--- config.mk ---
export PLATFORM = sky130hd
export DESIGN_NAME = prmv_ram
export DESIGN_NICKNAME = d
export VERILOG_FILES = /design/src/hw/rtl/prmv_ram.sv
export SDC_FILE = /design/constraint.sdc
export NUM_CORES = 1
export LEC_CHECK = 0
export ABC_AREA = 1
export BUFFER_PORTS_ARGS = -buffer_cell sky130_fd_sc_hd__buf_4
export CAP_MARGIN = 5
export CORE_ASPECT_RATIO = 2
export CORE_MARGIN = 2
export CORE_UTILIZATION = 55
export CTS_CLUSTER_SIZE = 30
export DETAILED_ROUTE_END_ITERATION = 8
export HOLD_SLACK_MARGIN = 0.12
export PLACE_DENSITY_LB_ADDON = 0.2
export SETUP_SLACK_MARGIN = 0.5
export SLEW_MARGIN = 15
export SYNTH_ARGS = -nofsm -noshare
export SYNTH_HDL_FRONTEND = slang
export SYNTH_SLANG_ARGS = --single-unit
--- constraint.sdc ---
create_clock -name clk_i -period 1.4 [get_ports clk_i]
set_clock_uncertainty 0.15 [all_clocks]
set_input_delay 0.14 -clock clk_i [delete_from_list [all_inputs] [get_ports clk_i]]
set_output_delay 0.14 -clock clk_i [all_outputs]
set_load 0.005 [all_outputs]
--- src/hw/rtl/prmv_ram.sv ---
// Generic single-write, single-read RAM with registered read data.
// No dependencies.
module prmv_ram #(
  parameter int WIDTH = 8,
  parameter int DEPTH = 16,
  localparam int AW = (DEPTH > 1) ? $clog2(DEPTH) : 1
) (
  input  logic             clk_i,
  input  logic             we_i,
  input  logic [AW-1:0]    waddr_i,
  input  logic [WIDTH-1:0] wdata_i,
  input  logic [AW-1:0]    raddr_i,
  output logic [WIDTH-1:0] rdata_o
);

  logic [WIDTH-1:0] mem_q [DEPTH];

  always_ff @(posedge clk_i) begin
    if (we_i) mem_q[waddr_i] <= wdata_i;
    rdata_o <= mem_q[raddr_i];
  end

endmodule

==> impl_metrics.py <==
metrics = {
    "global_routing": {
        "antenna_found_initial": 0,
        "grt_use_total": 0.2572,
        "overflow": 0,
        "grt_pass1_wl_mm": 21.08,
        "grt_max_degree": 45,
        "first_global_vias": 3955,
    },
    "floorplanning": {
        "rows": 52,
        "initial_core_util": 0.5682,
        "num_io_pins": 26,
        "core_um2": 10150,
        "die_x_um": 76.41,
        "die_area_um2": 11370,
        "die_h_um": 148.8,
    },
    "critical_path": {
        "path_cells": "buf_6",
        "cpMaxStageDelayCell": "dfxtp_2",
        "end_kind": "output port",
        "worst_ep_required_time_ns": 1.11,
        "reg2reg_slack_ns": 0.28,
        "path_delay_family": "flip-flops",
        "reg2reg_depth": 6,
        "timing.rr.end": "rdata_o[1]$_DFF_P_",
        "critPathMaxStageDelay_ns": 0.32,
        "critPathKind": "reg2out",
        "path_buf_inv": 1,
        "crit_path_max_fanout": 1,
        "start_kind": "flip-flop",
        "crit_arrival_ns": 0.84,
        "reg2reg_from": "mem_q[13][1]$_DFFE_PP_",
    },
    "synth": {
        "syn-mean-instance-area_um2": 10.47,
        "synth.largest_area_cell": "edfxtp_1",
        "synth_area_um2": 5767,
        "syn_inst": 551,
        "seq_area_frac_synth": 0.6943,
        "netlist.area_leader.share": 0.6665,
        "synth_area_leaders": "edfxtp_1 (67%), nand2_1 (11%), nand3_1 (8.4%), inv_1 (6.5%), dfxtp_1 (2.8%)",
        "ys_seq_elements": 136,
        "yosysUniqueCellTypes": 12,
        "synthesis.nets": 569,
        "synth_warnings": 0,
    },
    "timing": {
        "max_slew_margin": 0.7377,
        "hold_violations": 40,
        "slew_viol_final": 0,
        "fmax_mhz": 884.5,
        "rsz0062_at_grt": "yes",
        "whs_ns": -0.07788,
        "timing.final.crit_share": 0.8076,
        "tns_ns": 0,
        "worst_pin_slew_ns": 0.3935,
        "setup_violations": 0,
        "period_minus_slack_ns": 1.131,
    },
    "clock_network": {
        "clock_latency_ns": 0.42,
        "cts.sinks": 136,
        "cts_root_buf": "clkbuf_16",
        "tritoncts": "done",
        "clkTransAtPathRegs_ns": 0.06,
        "cts_hold_buf": 6,
        "clockBufferDepth": 2,
        "numCtsBuffers": 17,
        "htree_levels": 4,
    },
    "layout": {
        "diodes": 0,
        "final_cells": 747,
        "drive_gt1_frac": 0.2680,
        "fin_area_um2": 7345,
        "multiInputGateArea_um2": 1574,
        "area_growth_pct": 27.36,
        "fin_util": 0.7236,
        "final.fill_count": 722,
        "nets": 617,
        "regArea_um2": 4011,
    },
    "placement": {
        "placed_area_um2": 6357,
        "io_buffers": 25,
        "place_hpwl_mm": 8.755,
        "globalplace.congestion": 0.9633,
        "dp.cells": 706,
    },
    "route": {
        "ant_nets": 0,
        "viasPerCell": 5.258,
        "vias": 3928,
        "drc": 0,
        "wirelength_mm": 13.55,
        "initialDrtViolationCount": 298,
        "first_pass_iters": 5,
        "wire_per_inst_um": 18.14,
    },
    "hold_path": {
        "hold_depth": 3,
        "hold_path.class": "in2reg",
        "holdPathEnd": "rdata_o[4]$_DFF_P_",
        "hp-start": "raddr_i[3]",
    },
    "pwr": {
        "p_leak_nw": 3.125,
        "net-switching-power_mw": 2.123,
        "intPower_mw": 7.991,
        "power.total_mw": 10.11,
        "ir_worst_vdd_mv": 1.160,
        "p_comb_frac": 0.073,
        "powerDensity_nw_per_um2": 1377,
        "clkPwrFrac": 0.474,
        "switching_share": 0.2099,
        "seqPwrFrac": 0.454,
    },
    "run": {
        "drv_cap": 0,
    },
    "status": {
        "violations": "negative hold slack",
        "outcome": "finished, violations left",
    },
}
-- synth_stat cells --
library cell and count:
nand2_1 173, edfxtp_1 128, inv_1 100, nand3_1 97
nor2_1 17, buf_2 13, dfxtp_1 8, buf_6 6
buf_4 4, inv_2 2, nand3b_1 2, buf_1 1
-- kinds of logic after synthesis --
group / after synthesis / share of synthesized area
DFF: 136 / 0.6943
and+or+nand+nor: 289 / 0.2105
buffers and inverters: 126 / 0.09525
-- worst reg2reg max path, delay by kind of cell, from the launching register on --
family	cells	cell delay (ns)
AND/OR/NAND/NOR	6	0.46
flip-flops	1	0.41
-- layer usage --
layer / share of wire / up-vias / wire length, um / track usage
li1: - / 1871 / - / -
met1: 0.35 / 1851 / 4702 / 0.2713
met2: 0.54 / 165 / 7290 / 0.4566
met3: 0.053 / 41 / 712 / 0.04843
met4: 0.063 / 0 / 848 / 0.1818
met5: 0 / - / 0 / 0
-- final cells by class --
| type | instances | share of cell area |
|---|---|---|
| multi-input cells | 289 | 0.2143 |
| clock buffers | 20 | 0.05945 |
| flip-flops and latches | 136 | 0.5462 |
| inverters | 102 | 0.05383 |
| clock inverters | 12 | 0.02743 |
| well taps | 135 | 0.02300 |
| repair buffers | 53 | 0.07581 |
-- sequential cells by signal (all words and copies together), names as in the netlist --
signal,count
rdata_o,8
mem_q,128
-- worst max path at each step --
stage / start / endpoint / slack (ns) / depth (start not counted)
after floorplan: waddr_i[2] / mem_q[10][0]$_DFFE_PP_ / 0.24 / 2
after global placement: waddr_i[3] / mem_q[4][0]$_DFFE_PP_ / 0.02 / 4
after detailed placement: waddr_i[3] / mem_q[4][3]$_DFFE_PP_ / 0.01 / 4
after CTS: rdata_o[3]$_DFF_P_ / rdata_o[3] / 0.25 / 1
after global routing: mem_q[7][0]$_DFFE_PP_ / rdata_o[0]$_DFF_P_ / 0.22 / 6
final: rdata_o[3]$_DFF_P_ / rdata_o[3] / 0.27 / 1
-- through the flow --
| stage | worst slack [ns] | hold WS [ns] |
|---|---|---|
| floorplan | 0.2364 | 0.08887 |
| global placement | 0.02252 | 0.3096 |
| detailed placement | 0.01090 | 0.3192 |
| CTS | 0.2538 | -0.08912 |
| global route | 0.2154 | -0.07825 |
| finish | 0.2694 | -0.07788 |
-- timing repair --
item	4_1_cts	5_1_grt
pin swaps	30	15
gates resized for setup	46	20
endpoints found under the setup margin	58	63
setup buffers	3	0
hold endpoints to repair	168	72
-- power by group through the flow --
stage               logic (mW)  registers [mW]  clock network (mW)
detailed placement       0.647            4.66                   0
finish                   0.735            4.59                4.79
floorplan                0.386            4.66                   0
global placement         0.633            4.66                   0
global route             0.795            4.59                5.01
CTS                      0.716            4.58                4.82
-- cells in the final DEF, fill, tap and decap left out, types with 4 or more instances in the layout --
master | Yosys | final
dfxtp_2 | 0 | 6
nand2_1 | 173 | 155
nand3_2 | 0 | 38
nand2_4 | 0 | 4
nor2_4 | 0 | 10
buf_12 | 0 | 7
inv_1 | 100 | 94
buf_4 | 4 | 25
inv_4 | 0 | 5
nand2_2 | 0 | 14
buf_6 | 6 | 15
dlygate4sd3_1 | 0 | 6
nand3_1 | 97 | 58
bufinv_16 | 0 | 5
edfxtp_1 | 128 | 128
nor2_2 | 0 | 7
clkbuf_16 | 0 | 17
(Power assumes the default switching activity.)
