File: src/hw/rtl/prmv_pkg.sv
// Package for the pixel running mean / variance block.
// Field widths, status codes, state enums and lane control types.
// No dependencies.
package prmv_pkg;

  // Fixed field widths
  localparam int COORD_W  = 9;
  localparam int SAMPLE_W = 16;
  localparam int WEIGHT_W = 8;
  localparam int MEAN_W   = 16;
  localparam int VAR_W    = 31;
  localparam int SEEN_W   = 24;
  localparam int STATUS_W = 2;
  localparam int CFG_W    = 10;
  localparam int CFG_IDX_W = 1;
  localparam int LIM_W    = 13;

  // Accumulator widths
  localparam int SUM_W = 40;
  localparam int SSQ_W = 56;

  // Parameter defaults
  localparam int DEF_MAX_ROWS   = 512;
  localparam int DEF_MAX_COLS   = 512;
  localparam int DEF_COUNT_BITS = 24;

  // Reset value of the active size registers
  localparam logic [CFG_W-1:0] SIZE_RESET = CFG_W'(512);

  // Configuration register indexes
  localparam logic [CFG_IDX_W-1:0] CFG_ACTIVE_WIDTH  = 1'b0;
  localparam logic [CFG_IDX_W-1:0] CFG_ACTIVE_HEIGHT = 1'b1;

  typedef enum logic [STATUS_W-1:0] {
    STATUS_OK       = 2'd0,
    STATUS_RANGE    = 2'd1,
    STATUS_OVERFLOW = 2'd2
  } status_e;

  typedef enum logic [2:0] {
    ST_CLEAR,
    ST_IDLE,
    ST_READ,
    ST_LOAD,
    ST_CALC,
    ST_DONE
  } ctrl_state_e;

  typedef enum logic [2:0] {
    LP_IDLE,
    LP_PROD,
    LP_SQW,
    LP_ACC,
    LP_MUL,
    LP_CMP,
    LP_DIV,
    LP_DONE
  } lane_phase_e;

  // Control from the sequencer to each channel lane
  typedef struct packed {
    logic start;
    logic apply;
  } lane_ctrl_t;

endpackage

File: src/hw/rtl/prmv_lane.sv
// One color channel lane: sum and sum-of-squares update, then mean and
// variance through shift-add multipliers and restoring dividers.
// Depends on prmv_pkg.
module prmv_lane #(
  parameter int COUNT_BITS = prmv_pkg::DEF_COUNT_BITS
) (
  input  logic                           clk_i,
  input  logic                           rst_ni,
  input  prmv_pkg::lane_ctrl_t           ctrl_i,
  input  logic [prmv_pkg::SAMPLE_W-1:0]  value_i,
  input  logic [prmv_pkg::WEIGHT_W-1:0]  weight_i,
  input  logic [COUNT_BITS-1:0]          count_i,
  input  logic [prmv_pkg::SUM_W-1:0]     sum_i,
  input  logic [prmv_pkg::SSQ_W-1:0]     sumsq_i,
  output logic                           done_o,
  output logic [prmv_pkg::SUM_W-1:0]     sum_o,
  output logic [prmv_pkg::SSQ_W-1:0]     sumsq_o,
  output logic [prmv_pkg::MEAN_W-1:0]    mean_o,
  output logic [prmv_pkg::VAR_W-1:0]     var_o
);
  import prmv_pkg::*;

  localparam int CB     = COUNT_BITS;
  localparam int NQ_W   = CB + SSQ_W;
  localparam int SS_W   = 2 * SUM_W;
  localparam int PROD_W = (NQ_W > SS_W) ? NQ_W : SS_W;
  localparam int DEN_W  = 2 * CB;
  localparam int CNT_W  = $clog2(PROD_W + 1);
  localparam logic [CNT_W-1:0] MUL_LAST = CNT_W'(SUM_W - 1);
  localparam logic [CNT_W-1:0] DIV_LAST = CNT_W'(PROD_W - 1);

  lane_phase_e phase_q, phase_d;
  logic [CNT_W-1:0] cnt_q;

  // Operand and update registers
  logic [SAMPLE_W-1:0]         v_q;
  logic [WEIGHT_W-1:0]         w_q;
  logic [CB-1:0]               n_q;
  logic                        apply_q;
  logic [2*SAMPLE_W-1:0]       vv_q;
  logic [SAMPLE_W+WEIGHT_W-1:0] vw_q;
  logic [2*SAMPLE_W+WEIGHT_W-1:0] vvw_q;
  logic [SUM_W-1:0]            s_q;
  logic [SSQ_W-1:0]            q_q;

  // Shift-add multipliers
  logic [PROD_W-1:0] ss_mc_q, ss_acc_q, nq_mc_q, nq_acc_q;
  logic [SUM_W-1:0]  ss_mr_q;
  logic [CB-1:0]     n_mr_q;
  logic [DEN_W-1:0]  nn_mc_q, nn_acc_q;

  // Mean divider
  logic [SUM_W-1:0]  md_num_q;
  logic [CB:0]       md_rem_q;
  logic [MEAN_W-1:0] md_quo_q;
  logic              md_sat_q;

  // Variance divider
  logic [PROD_W-1:0] vd_num_q;
  logic [DEN_W:0]    vd_rem_q;
  logic [31:0]       vd_quo_q;
  logic              vd_sat_q;
  logic              neg_q;

  logic [MEAN_W-1:0] mean_q;
  logic [VAR_W-1:0]  var_q;

  // Saturating accumulator updates
  logic [SUM_W:0] s_sum;
  logic [SSQ_W:0] q_sum;
  logic [SUM_W-1:0] s_nx;
  logic [SSQ_W-1:0] q_nx;
  always_comb begin
    s_sum = {1'b0, s_q} + (SUM_W + 1)'(vw_q);
    q_sum = {1'b0, q_q} + (SSQ_W + 1)'(vvw_q);
    if (!apply_q) begin
      s_nx = s_q;
      q_nx = q_q;
    end else begin
      s_nx = s_sum[SUM_W] ? {SUM_W{1'b1}} : s_sum[SUM_W-1:0];
      q_nx = q_sum[SSQ_W] ? {SSQ_W{1'b1}} : q_sum[SSQ_W-1:0];
    end
  end

  // Restoring division steps
  logic [CB:0]    md_try;
  logic [CB:0]    md_sub;
  logic           md_bit;
  logic [DEN_W:0] vd_try;
  logic [DEN_W:0] vd_sub;
  logic           vd_bit;
  always_comb begin
    md_try = {md_rem_q[CB-1:0], md_num_q[SUM_W-1]};
    md_bit = (md_try >= {1'b0, n_q});
    md_sub = md_bit ? (md_try - {1'b0, n_q}) : md_try;
    vd_try = {vd_rem_q[DEN_W-1:0], vd_num_q[PROD_W-1]};
    vd_bit = (vd_try >= {1'b0, nn_acc_q});
    vd_sub = vd_bit ? (vd_try - {1'b0, nn_acc_q}) : vd_try;
  end

  // Next phase
  always_comb begin
    phase_d = phase_q;
    unique case (phase_q)
      LP_IDLE: if (ctrl_i.start) phase_d = LP_PROD;
      LP_PROD: phase_d = LP_SQW;
      LP_SQW:  phase_d = LP_ACC;
      LP_ACC:  phase_d = LP_MUL;
      LP_MUL:  if (cnt_q == MUL_LAST) phase_d = LP_CMP;
      LP_CMP:  phase_d = LP_DIV;
      LP_DIV:  if (cnt_q == DIV_LAST) phase_d = LP_DONE;
      LP_DONE: phase_d = LP_IDLE;
      default: phase_d = LP_IDLE;
    endcase
  end

  // Outputs
  always_comb begin
    done_o  = (phase_q == LP_DONE);
    sum_o   = s_q;
    sumsq_o = q_q;
    mean_o  = mean_q;
    var_o   = var_q;
  end

  always_ff @(posedge clk_i or negedge rst_ni) begin
    if (!rst_ni) begin
      phase_q <= LP_IDLE;
      cnt_q   <= '0;
    end else begin
      phase_q <= phase_d;
      if ((phase_q == LP_MUL && cnt_q == MUL_LAST) ||
          (phase_q == LP_DIV && cnt_q == DIV_LAST) || phase_q == LP_ACC) begin
        cnt_q <= '0;
      end else if (phase_q == LP_MUL || phase_q == LP_DIV) begin
        cnt_q <= cnt_q + 1'b1;
      end
    end
  end

  // Datapath
  always_ff @(posedge clk_i) begin
    unique case (phase_q)
      LP_IDLE: begin
        // Operands are held until the next start so write-back stays stable
        if (ctrl_i.start) begin
          v_q     <= value_i;
          w_q     <= weight_i;
          n_q     <= count_i;
          apply_q <= ctrl_i.apply;
          s_q     <= sum_i;
          q_q     <= sumsq_i;
        end
      end
      LP_PROD: begin
        vv_q <= v_q * v_q;
        vw_q <= v_q * w_q;
      end
      LP_SQW: vvw_q <= vv_q * w_q;
      LP_ACC: begin
        s_q      <= s_nx;
        q_q      <= q_nx;
        ss_mc_q  <= PROD_W'(s_nx);
        ss_mr_q  <= s_nx;
        ss_acc_q <= '0;
        nq_mc_q  <= PROD_W'(q_nx);
        nq_acc_q <= '0;
        n_mr_q   <= n_q;
        nn_mc_q  <= DEN_W'(n_q);
        nn_acc_q <= '0;
        md_num_q <= s_nx;
        md_rem_q <= '0;
        md_quo_q <= '0;
        md_sat_q <= 1'b0;
      end
      LP_MUL: begin
        // s*s, n*sumsq, n*n one multiplier bit a cycle; mean quotient alongside
        if (ss_mr_q[0]) ss_acc_q <= ss_acc_q + ss_mc_q;
        ss_mc_q <= ss_mc_q << 1;
        ss_mr_q <= ss_mr_q >> 1;
        if (n_mr_q[0]) begin
          nq_acc_q <= nq_acc_q + nq_mc_q;
          nn_acc_q <= nn_acc_q + nn_mc_q;
        end
        nq_mc_q  <= nq_mc_q << 1;
        nn_mc_q  <= nn_mc_q << 1;
        n_mr_q   <= n_mr_q >> 1;
        md_num_q <= md_num_q << 1;
        md_rem_q <= md_sub;
        md_sat_q <= md_sat_q | md_quo_q[MEAN_W-1];
        md_quo_q <= {md_quo_q[MEAN_W-2:0], md_bit};
      end
      LP_CMP: begin
        neg_q    <= (nq_acc_q < ss_acc_q);
        vd_num_q <= nq_acc_q - ss_acc_q;
        vd_rem_q <= '0;
        vd_quo_q <= '0;
        vd_sat_q <= 1'b0;
        mean_q   <= md_sat_q ? {MEAN_W{1'b1}} : md_quo_q;
      end
      LP_DIV: begin
        vd_num_q <= vd_num_q << 1;
        vd_rem_q <= vd_sub;
        vd_sat_q <= vd_sat_q | vd_quo_q[30];
        vd_quo_q <= {vd_quo_q[30:0], vd_bit};
      end
      LP_DONE: begin
        // Empty pixel and negative numerator read as zero
        if (n_q == '0) begin
          mean_q <= '0;
          var_q  <= '0;
        end else if (neg_q) begin
          var_q <= '0;
        end else if (vd_sat_q || vd_quo_q[31]) begin
          var_q <= {VAR_W{1'b1}};
        end else begin
          var_q <= vd_quo_q[VAR_W-1:0];
        end
      end
      default: ;
    endcase
  end

endmodule

File: config.mk
export PLATFORM = sky130hd
export DESIGN_NAME = prmv_lane
export DESIGN_NICKNAME = d
export VERILOG_FILES = /design/src/hw/rtl/prmv_pkg.sv /design/src/hw/rtl/prmv_lane.sv
export SDC_FILE = /design/constraint.sdc
export NUM_CORES = 2
export LEC_CHECK = 0
export BUFFER_PORTS_ARGS = -buffer_cell sky130_fd_sc_hd__buf_2
export CAP_MARGIN = 20
export CORE_MARGIN = 2
export CORE_UTILIZATION = 60
export DETAILED_ROUTE_END_ITERATION = 6
export PLACE_DENSITY_LB_ADDON = 0.05
export SETUP_SLACK_MARGIN = 0.05
export SLEW_MARGIN = 20
export SYNTH_ARGS = -nofsm -noshare
export SYNTH_HDL_FRONTEND = slang
export SYNTH_SLANG_ARGS = --single-unit
File: constraint.sdc
create_clock -name clk_i -period 11 [get_ports clk_i]
set_clock_uncertainty 0.15 [all_clocks]
set_input_delay 2.2 -clock clk_i [delete_from_list [all_inputs] [get_ports clk_i]]
set_output_delay 2.2 -clock clk_i [all_outputs]
set_load 0.02 [all_outputs]
==> qor.txt <==
wire length per cell -> 21.3 µm
remaining global-route overflow -> 0
detailed placer's ending HPWL -> 166000 µm
initial antenna violation count -> 11
worst slew pin tran -> 1080 ps
number of synthesized flops with an enable pin -> 970
design area -> 86000 µm²
worst-path maximum fanout -> 20
final cycle utilization of the critical path -> 0.691
largest net degree at the start of global routing -> 161
Die Area -> 136000 µm²
Worst Path Required -> 11280 ps
hold crit path type -> flip-flop to flip-flop
final net count -> 9611
Slowest cell on crit path -> edfxtp_1
CP arrival -> 7880 ps
most common cell after layout, fill and taps aside -> edfxtp_1
Slew HR -> 0.282
Peak Freq -> 132 MHz
Mapped Area -> 79700 µm²
row count -> 133
vias in the first global route -> 60.8k
post-synth cell types -> 90
family with the most delay on the worst path -> adder cells
# hold bufs at CTS -> 0
RSZ-0062 raised after global routing -> false
first-pass GRT wire length -> 341000 µm
I/O pins -> 292
met2 routed WL -> 102000 µm
Worst setup SP type -> flip-flop
slowest stage delay, CP -> 890 ps
Core Region -> 132000 µm²
Routed Wire Length -> 218000 µm
initial detailed-routing violation count -> 5457
gr usage total -> 0.319
# DRC -> 0
CTS clk-pin slew, worst paths -> 60 ps
clk buf depth -> 3
# setup viols final -> 0
Synth Instances -> 8323
TNS Setup -> 0 ps
fraction of the yosys area taken by sequential cells -> 0.369
Initial Util -> 0.605
max_cap viols -> 0
Sink Count -> 980
metal3 WL -> 14400 µm
uppermost layer routed -> met5
Final min period -> 7600 ps
htree depth -> 3
Placer Congestion -> 0.969
DRT Pass-1 Iters -> 5
Post-Place Cells -> 10.0k
most frequent cells in the layout -> edfxtp_1 (970), nand2_1 (874), inv_1 (794)
TritonCTS clock tree -> done
Synth async-reset ratio -> 0.0102
M1 WL -> 93600 µm
Buffers on Ports -> 291
Post-DP Area -> 82400 µm²
prevailing post-synth register cell -> edfxtp_1
top post-synthesis cells by area -> edfxtp_1 (37%), fa_1 (11%), ha_1 (9.9%)
root buffer cell -> clkbuf_16
status -> finished clean
YS warnings -> 0
Buf+Inv Stages, Crit Path -> 4
largest area contributor in the netlist -> edfxtp_1
final hold violation count -> 0
CP Capture Type -> flip-flop
die height -> 368 µm
vias post-DR -> 61.7k
Post-Layout Cell Count -> 10.3k
Synth top area share -> 0.366
Die W -> 368 µm
# Post-CTS Setup Buffers -> 0
vias per cell -> 6.02
CTS Buf Count -> 110
#FFs+latches synth -> 980
fillers -> 11.0k
Worst-Skew Late Latency -> 750 ps
Routed Antenna Nets -> 0
layout cells sized above 1 -> 0.0696
Worst path most repeated cell -> fa_1
post-cts resize count -> 0
Setup CP Type -> flip-flop to flip-flop
Synth-to-Final Area Change -> 8.01%
max-slew violation count -> 0
Mean Syn Cell Area -> 9.57 µm²
## registers in the layout, summed over array words and instances, names as in the netlist, 31 cells and up
name	cells
vd_num_q	80
vd_quo_q	32
vvw_q	40
nq_acc_q	80
ss_mc_q	41
ss_acc_q	80
nn_mc_q	48
vv_q	31
var_o	31
sumsq_o	56
nq_mc_q	80
ss_mr_q	40
sum_o	40
vd_rem_q	48
nn_acc_q	48
md_num_q	39
## per-layer routing
metal / global-route usage / vias up
li1: - / 29201
met1: 0.430 / 30125
met2: 0.523 / 2003
met3: 0.0537 / 394
met4: 0.109 / 8
met5: 0 / -
## kinds of logic (layout without fill, tap and decap cells)
family,after synthesis,in the layout,synth area share
buf+inv,1170,1341,0.0558
other cells,1,7,0.0000471
xor+xnor,489,489,0.0538
mux,63,63,0.00796
fa+ha+maj,1058,1058,0.207
flops,980,980,0.369
simple gates,2607,2607,0.153
compound gates,1955,1955,0.154
## worst reg2reg max path, stage by stage, from the launching register on
cell and delay (ps):
edfxtp_1 890, inv_1 410, nor2_1 280, ha_1 290, xor2_1 200, fa_1 550
inv_1 70, fa_1 480, fa_1 450, fa_1 540, inv_1 60, fa_1 470
inv_1 40, ha_1 340, a21o_1 190, a211oi_1 300, nor3_1 110, a211oi_1 240
o21ai_1 140, a41o_1 290, o211a_1 230, o21a_1 170, o21ai_0 150, nand2b_1 80
a21oi_1 170, xnor2_1 80
## stage by stage
stage	setup slack, ps	hold WS (ps)	util
3_3_place_gp	3550	342	0.626
4_1_cts	3440	361	0.653
6_report	3400	356	0.654
5_1_grt	3010	376	0.654
3_5_place_dp	3470	346	0.626
2_1_floorplan	1750	334	-
## cell usage after synthesis, types with 60 or more instances
| cell | instances |
|---|---|
| clkbuf_1 | 325 |
| a21o_1 | 297 |
| mux2i_1 | 60 |
| a21oi_1 | 624 |
| nor2b_1 | 76 |
| inv_1 | 794 |
| ha_1 | 630 |
| nor2_1 | 710 |
| nand4_1 | 118 |
| xnor2_1 | 293 |
| o21bai_1 | 94 |
| xor2_1 | 196 |
| o21ai_0 | 410 |
| and2_1 | 260 |
| fa_1 | 428 |
| o21a_1 | 114 |
| nand2_1 | 879 |
| nor3_1 | 74 |
| and3_1 | 191 |
| nand3_1 | 121 |
| edfxtp_1 | 970 |
| nand2b_1 | 63 |
## worst paths after layout
kind                                    from      endpoint  slack (ps)  cells after the start
min in group asynchronous             rst_ni    phase_q[0]        1160                      1
worst max-delay path                 v_q[12]      vv_q[31]        3400                     25
worst min-delay path            vd_num_q[63]  vd_num_q[64]         360                      2
max in group asynchronous             rst_ni    phase_q[2]        9310                      1
worst min register to register  vd_num_q[63]  vd_num_q[64]         360                      2
worst max register to register       v_q[12]      vv_q[31]        3400                     25
## area by class of cell
cell class,count,area (µm²),area share
diodes,5,12.5,0.000145
clock buffers,138,2900,0.0337
clock inverters,64,741,0.00861
inverters,794,2980,0.0346
repair buffers,345,1890,0.0220
well taps,1755,2200,0.0255
multi-input cells,6174,45900,0.534
flip-flops and latches,980,29400,0.341
Power is left out: the tool's default activity adds up to more than one toggle a clock period on the data nets, which glitch-free logic cannot reach.
